## src/hdl/gbs_pkg.sv

```systemverilog
// shared types and constants for the greedy box suppression block
package gbs_pkg;

    localparam int MAX_KEPT = 64;
    localparam int IDX_W    = $clog2(MAX_KEPT);
    localparam int CNT_W    = 7;
    localparam int COORD_W  = 12;
    localparam int EDGE_W   = 14;
    localparam int SIZE_W   = 12;
    localparam int AREA_W   = 24;
    localparam int UNION_W  = 25;
    localparam int THR_W    = 9;
    localparam int PROD_W   = 34;

    localparam logic [THR_W-1:0] THR_RESET = 9'd115;

    typedef enum logic [2:0] {
        ST_IDLE,
        ST_PREP,
        ST_SCAN,
        ST_DRAIN,
        ST_COMMIT
    } gbs_state_t;

    // input tdata, first field in the highest bits
    typedef struct packed {
        logic [15:0]              score;
        logic [7:0]               class_label;
        logic [SIZE_W-1:0]        box_h;
        logic [SIZE_W-1:0]        box_w;
        logic signed [COORD_W-1:0] box_y;
        logic signed [COORD_W-1:0] box_x;
    } s_data_t;

    // result tdata, first field in the highest bits
    typedef struct packed {
        logic              pad;
        logic [CNT_W-1:0]  kept_total;
        logic [15:0]       out_score;
        logic [7:0]        out_label;
    } m_data_t;

    typedef struct packed {
        logic store_overflow;
        logic keep;
    } m_user_t;

    // stored box: corners and area
    typedef struct packed {
        logic signed [COORD_W-1:0] x;
        logic signed [COORD_W-1:0] y;
        logic signed [EDGE_W-1:0]  r;
        logic signed [EDGE_W-1:0]  b;
        logic [AREA_W-1:0]         area;
    } kept_entry_t;

    typedef struct packed {
        logic load;
        logic issue;
        logic commit;
    } gbs_cmd_t;

    typedef struct packed {
        logic count_zero;
        logic scan_last;
        logic pipe_busy;
        logic out_busy;
    } gbs_stat_t;

endpackage

```

## src/hdl/gbs_ctrl.sv

```systemverilog
// controller state machine: accept, prepare, scan kept store, drain, commit; an empty store skips scan and drain
module gbs_ctrl (
    input  logic                aclk,
    input  logic                aresetn,
    input  logic                s_tvalid,
    output logic                s_tready,
    input  gbs_pkg::gbs_stat_t  stat,
    output gbs_pkg::gbs_cmd_t   cmd
);

    gbs_pkg::gbs_state_t state_reg;
    gbs_pkg::gbs_state_t state_next;

    always_ff @(posedge aclk) begin
        if (!aresetn) begin
            state_reg <= gbs_pkg::ST_IDLE;
        end else begin
            state_reg <= state_next;
        end
    end

    always_comb begin
        state_next = state_reg;
        unique case (state_reg)
            gbs_pkg::ST_IDLE: begin
                if (s_tvalid) state_next = gbs_pkg::ST_PREP;
            end
            gbs_pkg::ST_PREP: begin
                state_next = stat.count_zero ? gbs_pkg::ST_COMMIT : gbs_pkg::ST_SCAN;
            end
            gbs_pkg::ST_SCAN: begin
                if (stat.scan_last) state_next = gbs_pkg::ST_DRAIN;
            end
            gbs_pkg::ST_DRAIN: begin
                if (!stat.pipe_busy) state_next = gbs_pkg::ST_COMMIT;
            end
            gbs_pkg::ST_COMMIT: begin
                if (!stat.out_busy) state_next = gbs_pkg::ST_IDLE;
            end
            default: begin
                state_next = gbs_pkg::ST_IDLE;
            end
        endcase
    end

    always_comb begin
        s_tready   = 1'b0;
        cmd.load   = 1'b0;
        cmd.issue  = 1'b0;
        cmd.commit = 1'b0;
        unique case (state_reg)
            gbs_pkg::ST_IDLE: begin
                s_tready = 1'b1;
                cmd.load = s_tvalid;
            end
            gbs_pkg::ST_SCAN: begin
                cmd.issue = 1'b1;
            end
            gbs_pkg::ST_COMMIT: begin
                cmd.commit = !stat.out_busy;
            end
            default: begin
                cmd.load = 1'b0;
            end
        endcase
    end

endmodule

```

## config.mk

```make
export PLATFORM = sky130hd
export DESIGN_NAME = gbs_ctrl
export DESIGN_NICKNAME = d
export VERILOG_FILES = /design/src/hdl/gbs_pkg.sv /design/src/hdl/gbs_ctrl.sv
export SDC_FILE = /design/constraint.sdc
export NUM_CORES = 1
export LEC_CHECK = 0
export ABC_AREA = 1
export BUFFER_PORTS_ARGS = -buffer_cell sky130_fd_sc_hd__buf_2
export CELL_PAD_IN_SITES_DETAIL_PLACEMENT = 1
export CELL_PAD_IN_SITES_GLOBAL_PLACEMENT = 1
export CORE_AREA = 3 3 40 42
export CTS_CLUSTER_DIAMETER = 120
export DETAILED_ROUTE_END_ITERATION = 12
export DIE_AREA = 0 0 43 45
export HOLD_SLACK_MARGIN = 0.12
export PLACE_DENSITY = 0.64
export SETUP_SLACK_MARGIN = 0.4
export SKIP_CTS_REPAIR_TIMING = 1
export SLEW_MARGIN = 0
export SYNTH_ARGS = -nofsm -noshare
export SYNTH_HDL_FRONTEND = slang
export SYNTH_SLANG_ARGS = --single-unit
```

## constraint.sdc

```tcl
create_clock -name aclk -period 1.1 [get_ports aclk]
set_clock_uncertainty 0.1 [all_clocks]
set_input_delay 0 -clock aclk [delete_from_list [all_inputs] [get_ports aclk]]
set_output_delay 0 -clock aclk [all_outputs]
set_load 0.005 [all_outputs]
```

# ---- Word-level counts from Yosys, hierarchy flattened
# Cells that the tools add are included.
dict set report totals {
  in_bits 7
  elab_cells 22
  reg_bits 3
  output_inout_bits 4
}
dict set report classes {
  reduce_logical 3
  eq_ne 8
  muxes 10
}
# operator n
set op_table {}
lappend op_table {{3-bit 2-to-1 mux} 5}
lappend op_table {{3-bit case mux with 5 select lines} 1}
lappend op_table {{2-bit inequality test, second input constant} 4}
lappend op_table {{3-bit by 2-bit equality test with 1-bit output, second input constant} 2}
lappend op_table {{1-bit 2-to-1 mux} 4}
lappend op_table {{4-bit AND reduction} 1}
lappend op_table {{3-bit by 1-bit equality test with 1-bit output, second input constant} 1}
lappend op_table {{3-bit equality test, second input constant} 1}
lappend op_table {{3-bit logical NOT} 1}
lappend op_table {{1-bit logical NOT} 1}

# ---- Longest topological paths before layout
# Gate-level depths: netlist (run 1).
dict set report depth {
  depth_word 3
  ltp_mapped 9
  mapped_depth_nobuf 8
}

# ---- Worst setup path after synthesis (run 1)
# Ideal clock, no wire load.
dict set report synth_path {
  path_type {reg2reg}
  start {reg state_reg[1]}
  end {reg state_reg[2]}
  period_less_slack_ns 1.094
  stages_incl_launch_ff 10
  slack_ns 0.006
  path_buffers 1
  required_time_ns 0.887
  setup_ns 0.113
  t_arrival_ns 0.881
  path_cell_list {dfxtp_1 > buf_6 > nand2_1 > inv_1 > nand2_2 > nand2_1 > nor2_2 > nand2_1 > nand2_1 > nor2_1}
}
dict set report synth_between {
  elab_chain_len 3
  elab_cells_between_ends 11
  cone_classes {8 x eq/ne; 1 x mux; 2 x reduce/logical}
}
# element line_no
set synth_rtl {}
lappend synth_rtl {{start: declaration} gbs_ctrl.sv:11} ;# gbs_pkg::gbs_state_t state_reg;
lappend synth_rtl {{start signal: assignment} gbs_ctrl.sv:16} ;# state_reg <= gbs_pkg::ST_IDLE;
lappend synth_rtl {{start signal: assignment} gbs_ctrl.sv:18} ;# state_reg <= state_next;
lappend synth_rtl {{3-bit by 2-bit equality test with 1-bit output (tied with other cells)} gbs_ctrl.sv:24} ;# unique case (state_reg)
lappend synth_rtl {{2-bit inequality test (no line)} n/a}
lappend synth_rtl {{4-bit AND reduction (no line)} n/a}
# Parallel ways exist; a longest one is shown, timed or not.
# A chain may end at the register's enable or synchronous reset.

# ---- Worst setup path in the final report (run 1)
dict set report layout_path {
  start {reg state_reg[0]}
  end {reg state_reg[0]}
}
# The elaborated chain is that of the path after synthesis.

==> results.json, run 1 <==
{
  "layout.area.seq_sq_um": 68.8,
  "synthesis.nets": 45,
  "fillCellCount": 178,
  "antenna_found_initial": 0,
  "drt-total-wl_microns": 671,
  "via_per_inst": 4.27,
  "grt_usage_pct": 7.23,
  "path_delay_family": "simple AND/OR/NAND/NOR gates",
  "p_per_area_nw_per_um2": 2900,
  "cts_tree": "done",
  "syn_area_sq_um": 218,
  "start_kind": "register",
  "ctsHtreeMaxLevel": 1,
  "clkTransAtPathRegs_ps": 40,
  "gp_congestion": 0.734,
  "clockBufferDepth": 2,
  "leakagePower_nw": 0.204,
  "drv_slew": 0,
  "yosysSeqAreaShare_pct": 27.6,
  "internal_power_mw": 0.620,
  "grt_max_degree": 8,
  "grt_pass1_vias": 250,
  "violations": "negative hold slack, negative setup slack",
  "row_count": 13,
  "timing.final.ws_setup_ps": -49.0,
  "tightestPinTransition_ps": 169,
  "postRouteAntennaNets": 0,
  "status": "finished with violations",
  "core_sq_um": 1280,
  "largest_reg_flops": 3,
  "avgSynthCellArea_sq_um": 5.73,
  "drc_errors": 0,
  "critical-path-slowest-cell": "dfxtp_2",
  "root_buffer": "clkbuf_4",
  "die_area_sq_um": 1940,
  "vias": 303,
  "p_comb_share_pct": 57.8,
  "port_buffers": 10,
  "hold_viol_final": 3,
  "insertion_delay_ps": 230,
  "min_period_ps": 1150,
  "clock_power_share_pct": 17.9,
  "layout_common_cells": "buf_2 (10), nand2_1 (6), nor2_1 (5), buf_4 (5)",
  "initial_utilization_pct": 16.9,
  "irDropWorstVdd_uv": 771,
  "fin_util_pct": 29.3,
  "p_sw_mw": 0.470,
  "hp-class": "in2reg",
  "syn_to_final_growth_pct": 73.0,
  "ys_seq_elements": 3,
  "fin_crit_sh_pct": 104,
  "arrival_ps": 1170,
  "multi_input_area_sq_um": 149,
  "max-cap-violations": 0,
  "max_slew_margin_pct": 88.7,
  "worstPathMaxFanout": 4,
  "grt_pass1_wl_microns": 952,
  "hold_ws_ps": -82.1,
  "diodes": 0,
  "worstPathRequired_ps": 1120,
  "io_pins": 11,
  "path_cells": "inv_1 > nor2_2 > nand2_2 > nand2_1 > nor2_4 > nand2_1 > a21oi_2",
  "chipWidth_microns": 43,
  "finalSetupViolCount": 6,
  "yosysWarnings": 0,
  "rsz0062_at_grt": "true",
  "path_buf_inv": 1,
  "dr.pass1.iters": 2,
  "critical_path_class": "reg2reg",
  "final_common_cell": "buf_2",
  "placed_area_sq_um": 309,
  "final_area_sq_um": 377,
  "drive_gt1_share_pct": 58.9,
  "path_common_cell": "nand2_1",
  "slowest_delay_ps": 360,
  "gr-total-overflow": 0,
  "swShare_pct": 43.1,
  "synthCells": 38,
  "ys_types": 12,
  "wire_per_inst_microns": 9.45,
  "nNetsFinal": 64,
  "cts_sinks": 3,
  "cp-end-kind": "register",
  "numCtsBuffers": 3,
  "hpwl_microns": 499,
  "timing.fmax_mhz": 870,
  "drtIter0Drc": 2,
  "die_h_microns": 45,
  "pwr-share-seq_pct": 24.3
}
area by class of cell:
type	instances	area share [%]
Multi-Input combinational cell	27	39.5
Timing Repair Buffer	15	23.3
Clock buffer	4	6.98
Sequential cell	3	18.3
Tap cell	15	4.98
Inverter	7	6.98
power groups by stage:
| stage | clock network (mW) | registers (mW) | logic, mW |
|---|---|---|---|
| 2_1_floorplan | 0 | 0.199 | 0.368 |
| 3_3_place_gp | 0 | 0.233 | 0.516 |
| 3_5_place_dp | 0 | 0.238 | 0.513 |
| 4_1_cts | 0.206 | 0.235 | 0.516 |
| 5_1_grt | 0.222 | 0.274 | 0.707 |
| 6_report | 0.195 | 0.265 | 0.630 |
per-stage QoR:
step                setup WS [ps]  instances  power (mW)  hold WS, ps  setup TNS (ps)
floorplan                    17.4         38       0.567        -68.9               0
global placement             -106         66       0.748          136            -250
detailed placement          -94.3         66       0.751          139            -250
CTS                          -132         70       0.958        -88.2            -607
global route                 -113         71        1.20        -96.1            -658
finish                      -49.0         71        1.09        -82.1            -145
path summary, 6_finish.rpt:
check                                  start      endpoint  slack (ps)  depth (start not counted)
worst max-delay path            state_reg[0]  state_reg[0]         -50                          7
worst min register to register  state_reg[2]  state_reg[2]         440                          2
worst max register to register  state_reg[0]  state_reg[0]         -50                          7
worst min-delay path                 aresetn  state_reg[2]         -80                          3
Yosys cell counts:
library cell	n	area (sq um)
nand3_1	4	20.0
o21ai_0	1	5.00
inv_1	5	18.8
a21oi_1	3	15.0
nand2_2	1	6.26
buf_6	1	11.3
nor2_1	8	30.0
nor2_2	2	12.5
inv_2	2	7.51
dfxtp_1	3	60.1
nor3_1	1	5.00
nand2_1	7	26.3
worst reg2reg max path, cell delays in order, from the launching register on:
cell and delay, ps:
dfxtp_2 360, inv_1 60, nor2_2 150, nand2_2 70, nand2_1 110, nor2_4 60
nand2_1 80, a21oi_2 60
per-layer routing:
layer	GRT usage, %	up-vias	share of wire (%)
met2	11.4	7	59
li1	-	154	-
met1	6.71	142	37
met5	0	-	0
met3	4.78	0	3.7
met4	5.42	0	0
logic make-up (layout without fill, tap and decap cells):
kind of cell / after synthesis / after routing / share of synthesized area (%)
flops: 3 / 3 / 27.6
compound gates: 4 / 4 / 9.19
buf+inv: 8 / 26 / 17.2
simple gates: 23 / 23 / 46.0
Power figures use the tool's default switching activity.
==> run 2, diff against run 1 <==
Settings changed: PLACE_DENSITY 0.64 to default, PLACE_DENSITY_LB_ADDON from default to 0.1, SETUP_SLACK_MARGIN 0.4 to default.
==> run 2 against run 1 <==
The run ends with negative setup slack left. Maximum frequency decreased by 7.6%. Cell count is 9.9% higher. Setup slack worse by 95 ps. Via count rose by 9.6%. Power rose by 21%. Combinational power is 36% higher. Die area did not move. Hold slack better by 170 ps. Global-route usage up 1.1 points. Sequential share of layout area down 3.2 points. Wire length up 19%. Largest cell class unchanged.
==> results.json, run 2 (same netlist as run 1, synthesis figures left out) <==
{
  "status": "finished with violations",
  "violations": "negative setup slack",
  "numCtsBuffers": 3,
  "vias": 332,
  "hold_ws_ps": 90.8,
  "hp-class": "in2reg",
  "routed.top_layer": "met4",
  "grt_pass1_wl_mm": 1.14,
  "io_pins": 11,
  "antenna_found_initial": 0,
  "wl_met3_microns": 47,
  "drc_errors": 0,
  "gp_congestion": 0.755,
  "worstPathRequired_ps": 1000,
  "p_per_area_nw_per_um2": 2890,
  "critical_path_class": "reg2out",
  "min_period_ps": 1240,
  "gr-total-overflow": 0,
  "wire_per_inst_microns": 10.2,
  "grt_pass1_vias": 291,
  "timing.fmax_mhz": 804,
  "critical-path-slowest-cell": "dfxtp_4",
  "syn_to_final_growth_pct": 109,
  "fillCellCount": 169,
  "die_h_microns": 45,
  "timing.final.ws_setup_ps": -144,
  "path_delay_family": "flip-flops",
  "wl_met2_microns": 423,
  "leakagePower_nw": 0.242,
  "grt_usage_pct": 8.31,
  "drtIter0Drc": 4,
  "place_ws_ps": -149,
  "drive_gt1_share_pct": 61.9,
  "row_count": 13,
  "clockBufferDepth": 2,
  "path_cells": "nor2_4 > inv_2 > buf_4 > nor3_2 > buf_2",
  "via_per_inst": 4.26,
  "max-cap-violations": 0,
  "root_buffer": "clkbuf_4",
  "path_buf_inv": 3,
  "port_buffers": 10,
  "holdPathStages": 6,
  "nNetsFinal": 71,
  "irDropWorstVdd_uv": 874,
  "cts_tree": "done",
  "critical_path_depth": 5,
  "initial_utilization_pct": 16.9,
  "die_area_sq_um": 1940,
  "drt-total-wl_microns": 798,
  "start_kind": "register",
  "grt_max_degree": 7,
  "dr.pass1.iters": 2,
  "chipWidth_microns": 43,
  "rsz0062_at_grt": "true",
  "slowest_delay_ps": 360,
  "max_slew_margin_pct": 88.5,
  "met1_length_microns": 313,
  "diodes": 0,
  "cts_sinks": 3,
  "insertion_delay_ps": 240,
  "tightestPinTransition_ps": 171,
  "drv_slew": 0,
  "largest_reg_flops": 3,
  "core_sq_um": 1280,
  "r2r_cells": 7,
  "layout_common_cells": "buf_2 (10), buf_4 (10), nor2_1 (6), nand2_1 (6), inv_1 (5)",
  "arrival_ps": 1140,
  "worstPathMaxFanout": 4,
  "ctsHtreeMaxLevel": 1,
  "cp-end-kind": "output pin",
  "clkTransAtPathRegs_ps": 40,
  "fin_crit_sh_pct": 113,
  "postRouteAntennaNets": 0,
  "hpwl_microns": 588,
  "hold_viol_final": 0,
  "finalSetupViolCount": 7
}
-- run 2: cell types whose count changed in the layout (fill, tap and decap cells not counted), sizes merged --
cell / before / now
buf: 15 / 20
dlygate4sd3: 0 / 2
-- run 2: final timing paths --
path                     start      endpoint  slack, ps
hold / removal         stat[1]  state_reg[0]         90
hold reg to reg   state_reg[2]  state_reg[2]        460
setup reg to reg  state_reg[2]  state_reg[0]       -100
setup / recovery  state_reg[2]        cmd[2]       -140
-- run 2: where the power goes --
| group | internal [mW] | switching (mW) | total [mW] |
|---|---|---|---|
| sequential | 0.181 | 0.0773 | 0.258 |
| combinational | 0.436 | 0.419 | 0.856 |
| clock | 0.137 | 0.0655 | 0.202 |
| total | 0.754 | 0.562 | 1.32 |
-- run 2: layer usage --
metal | GRT usage, % | vias to the layer above
met3 | 3.19 | 2
met5 | 0 | -
met2 | 12.6 | 9
met4 | 7.23 | 0
met1 | 9.09 | 155
li1 | - | 166
-- run 2: metrics by stage --
stage	util, %	cells	setup TNS, ps	total power [mW]	instance area (sq um)
6_report	35.4	78	-672	1.32	455
5_1_grt	35.4	78	-1100	1.42	455
4_1_cts	27.6	73	-1040	1.02	354
3_5_place_dp	25.5	69	-409	0.812	328
3_3_place_gp	25.5	69	-272	0.795	328
2_1_floorplan	-	38	0	0.547	218
-- run 2: worst reg2reg max path, stage by stage (launching register included) --
cell     delay, ps
dfxtp_4        380
nor2_4          50
buf_4          130
nand3_2         70
nand2_2         70
nor2_4         150
nand2_1         80
a21oi_2        100
-- run 2: final cells by class --
cell class	instances	area, sq um	area share, %
clock buffer	4	26.3	5.77
tap	15	18.8	4.12
inverter	7	26.3	5.77
sequential	3	68.8	15.1
multi-input combinational	27	170	37.4
timing repair buffer	22	145	31.9
==> run 3, diff against run 2 <==
Settings changed: BUFFER_PORTS_ARGS -buffer_cell sky130_fd_sc_hd__buf_2 to default, DONT_BUFFER_PORTS from default to 1.
==> run 3 against run 2 <==
Largest power group unchanged. Setup slack improved by 100 ps. Sequential share of layout area is 1.1 points higher. Non-clock buffer count is 8 lower. Register-to-register slack better by 70 ps. The run ends with negative hold slack, negative setup slack left.
==> results.json, run 3 (same netlist as run 1, synthesis figures left out) <==
{
  "r2r-end": "state_reg[2]",
  "worstPathRequired_ps": 1000,
  "finalNonFillerCells": 70,
  "start_kind": "register",
  "slowest_delay_ps": 330,
  "path_buf_inv": 3,
  "drive_gt1_share_pct": 45.5,
  "grt_pass1_wl_mm": 1.07,
  "chipWidth_microns": 43,
  "drc_errors": 0,
  "internal_power_mw": 0.638,
  "grt_pass1_vias": 286,
  "status": "finished with violations",
  "antenna_found_initial": 0,
  "numCtsBuffers": 3,
  "tightestPinTransition_ps": 167,
  "io_pins": 11,
  "cp-endpoint": "cmd[1]",
  "leakagePower_nw": 0.205,
  "arrival_ps": 1040,
  "r2r_slack_ps": -30,
  "fin_crit_sh_pct": 104,
  "dpl.cell_count": 61,
  "fin_util_pct": 31.8,
  "busiest_layer": "met2",
  "final_common_cell": "buf_4",
  "use_met3_pct": 3.59,
  "port_buffers": 0,
  "placed_area_sq_um": 293,
  "vias": 294,
  "root_buffer": "clkbuf_4",
  "insertion_delay_ps": 220,
  "hold_ws_ps": -2.69,
  "r2r_cells": 8,
  "largest_reg_flops": 3,
  "path_delay_family": "flip-flops",
  "grt_max_degree": 6,
  "met2_usage_pct": 10.8,
  "critical_path_class": "reg2out",
  "drtIter0Drc": 0,
  "drt-total-wl_microns": 624,
  "clock_power_share_pct": 16.6,
  "hp-class": "in2reg",
  "path_cells": "nor2_4 > inv_2 > nor2_4 > buf_4 > buf_4",
  "pwr-share-seq_pct": 21.5,
  "nNetsFinal": 63,
  "swShare_pct": 42.6,
  "gp_congestion": 0.760,
  "irDropWorstVdd_uv": 916,
  "p_sw_mw": 0.473,
  "cp-startpoint": "state_reg[0]",
  "hold_viol_final": 1,
  "critical_path_depth": 5,
  "violations": "negative hold slack, negative setup slack",
  "die_area_sq_um": 1940,
  "p_comb_share_pct": 61.9,
  "layout_common_cells": "buf_4 (9), nand2_1 (7), nor2_1 (5), dlygate4sd3_1 (5)",
  "timing.fmax_mhz": 874,
  "row_count": 13,
  "core_sq_um": 1280,
  "max_slew_margin_pct": 88.9,
  "gr-total-overflow": 0,
  "rsz0062_at_grt": "true",
  "grt_usage_pct": 7.32,
  "final_area_sq_um": 409,
  "min_period_ps": 1140,
  "grt.met1_usage_pct": 8.89,
  "postRouteAntennaNets": 0,
  "finalSetupViolCount": 4,
  "cts_sinks": 3,
  "syn_to_final_growth_pct": 87.9,
  "dr.pass1.iters": 1,
  "timing.final.ws_setup_ps": -43.6,
  "worstPathMaxFanout": 4,
  "initial_utilization_pct": 16.9,
  "p_per_area_nw_per_um2": 2720,
  "wire_per_inst_microns": 8.91,
  "drv_slew": 0,
  "cp-end-kind": "output pin",
  "hpwl_microns": 528,
  "cts_tree": "done",
  "diodes": 0,
  "via_per_inst": 4.20,
  "max-cap-violations": 0,
  "clockBufferDepth": 2,
  "die_h_microns": 45,
  "critical-path-slowest-cell": "dfxtp_2",
  "ctsHtreeMaxLevel": 1,
  "clkTransAtPathRegs_ps": 40,
  "r2r-start": "state_reg[0]"
}
[run 3: cell count changes in the layout (fill, tap and decap cells not counted), sizes merged]
cell         delta
buf            -11
dlygate4sd3     +3
[run 3: worst register-to-register path, cell delays in order, from the launching register on]
cell and delay, ps:
dfxtp_2 330, inv_1 70, nor2_2 50, nand2_2 60, nand2_1 70, nor2_2 170
nand2_1 70, nand2_1 60, nor2_1 40
[run 3: metrics by stage]
step | power [mW] | setup WS, ps | TNS [ps]
floorplan | 0.547 | 6.28 | 0
global placement | 0.773 | -97.2 | -225
detailed placement | 0.769 | -82.7 | -175
CTS | 0.963 | -176 | -662
global route | 1.23 | -115 | -557
finish | 1.11 | -43.6 | -109
[run 3: worst min path at each step]
stage	from	end	slack, ps	cells past startpoint
after floorplan	stat[0]	cmd[0]	-70	1
after global placement	stat[0]	cmd[0]	-60	1
after detailed placement	stat[0]	cmd[0]	-60	1
after CTS	aresetn	state_reg[0]	-230	2
after global routing	stat[1]	state_reg[0]	10	5
final	stat[1]	state_reg[0]	-3	5
[run 3: area by class of cell]
class	instances	area [sq um]
fillers	172	876
multi-input cells	27	154
well taps	15	18.8
flip-flops and latches	3	66.3
repair buffers	14	118
inverters	7	26.3
clock buffers	4	26.3
[run 3: power groups by stage]
stage               clock network [mW]  logic (mW)  registers (mW)
floorplan                            0       0.353           0.193
finish                           0.184       0.688           0.239
CTS                              0.194       0.562           0.208
global placement                     0       0.563           0.210
detailed placement                   0       0.558           0.211
global route                     0.206       0.772           0.253
[run 3: layer usage]
layer	share of wire, %	wire (microns)	vias up
met5	0	0	-
li1	-	-	151
met3	5.9	37	0
met2	49	304	7
met4	0	0	0
met1	45	282	136
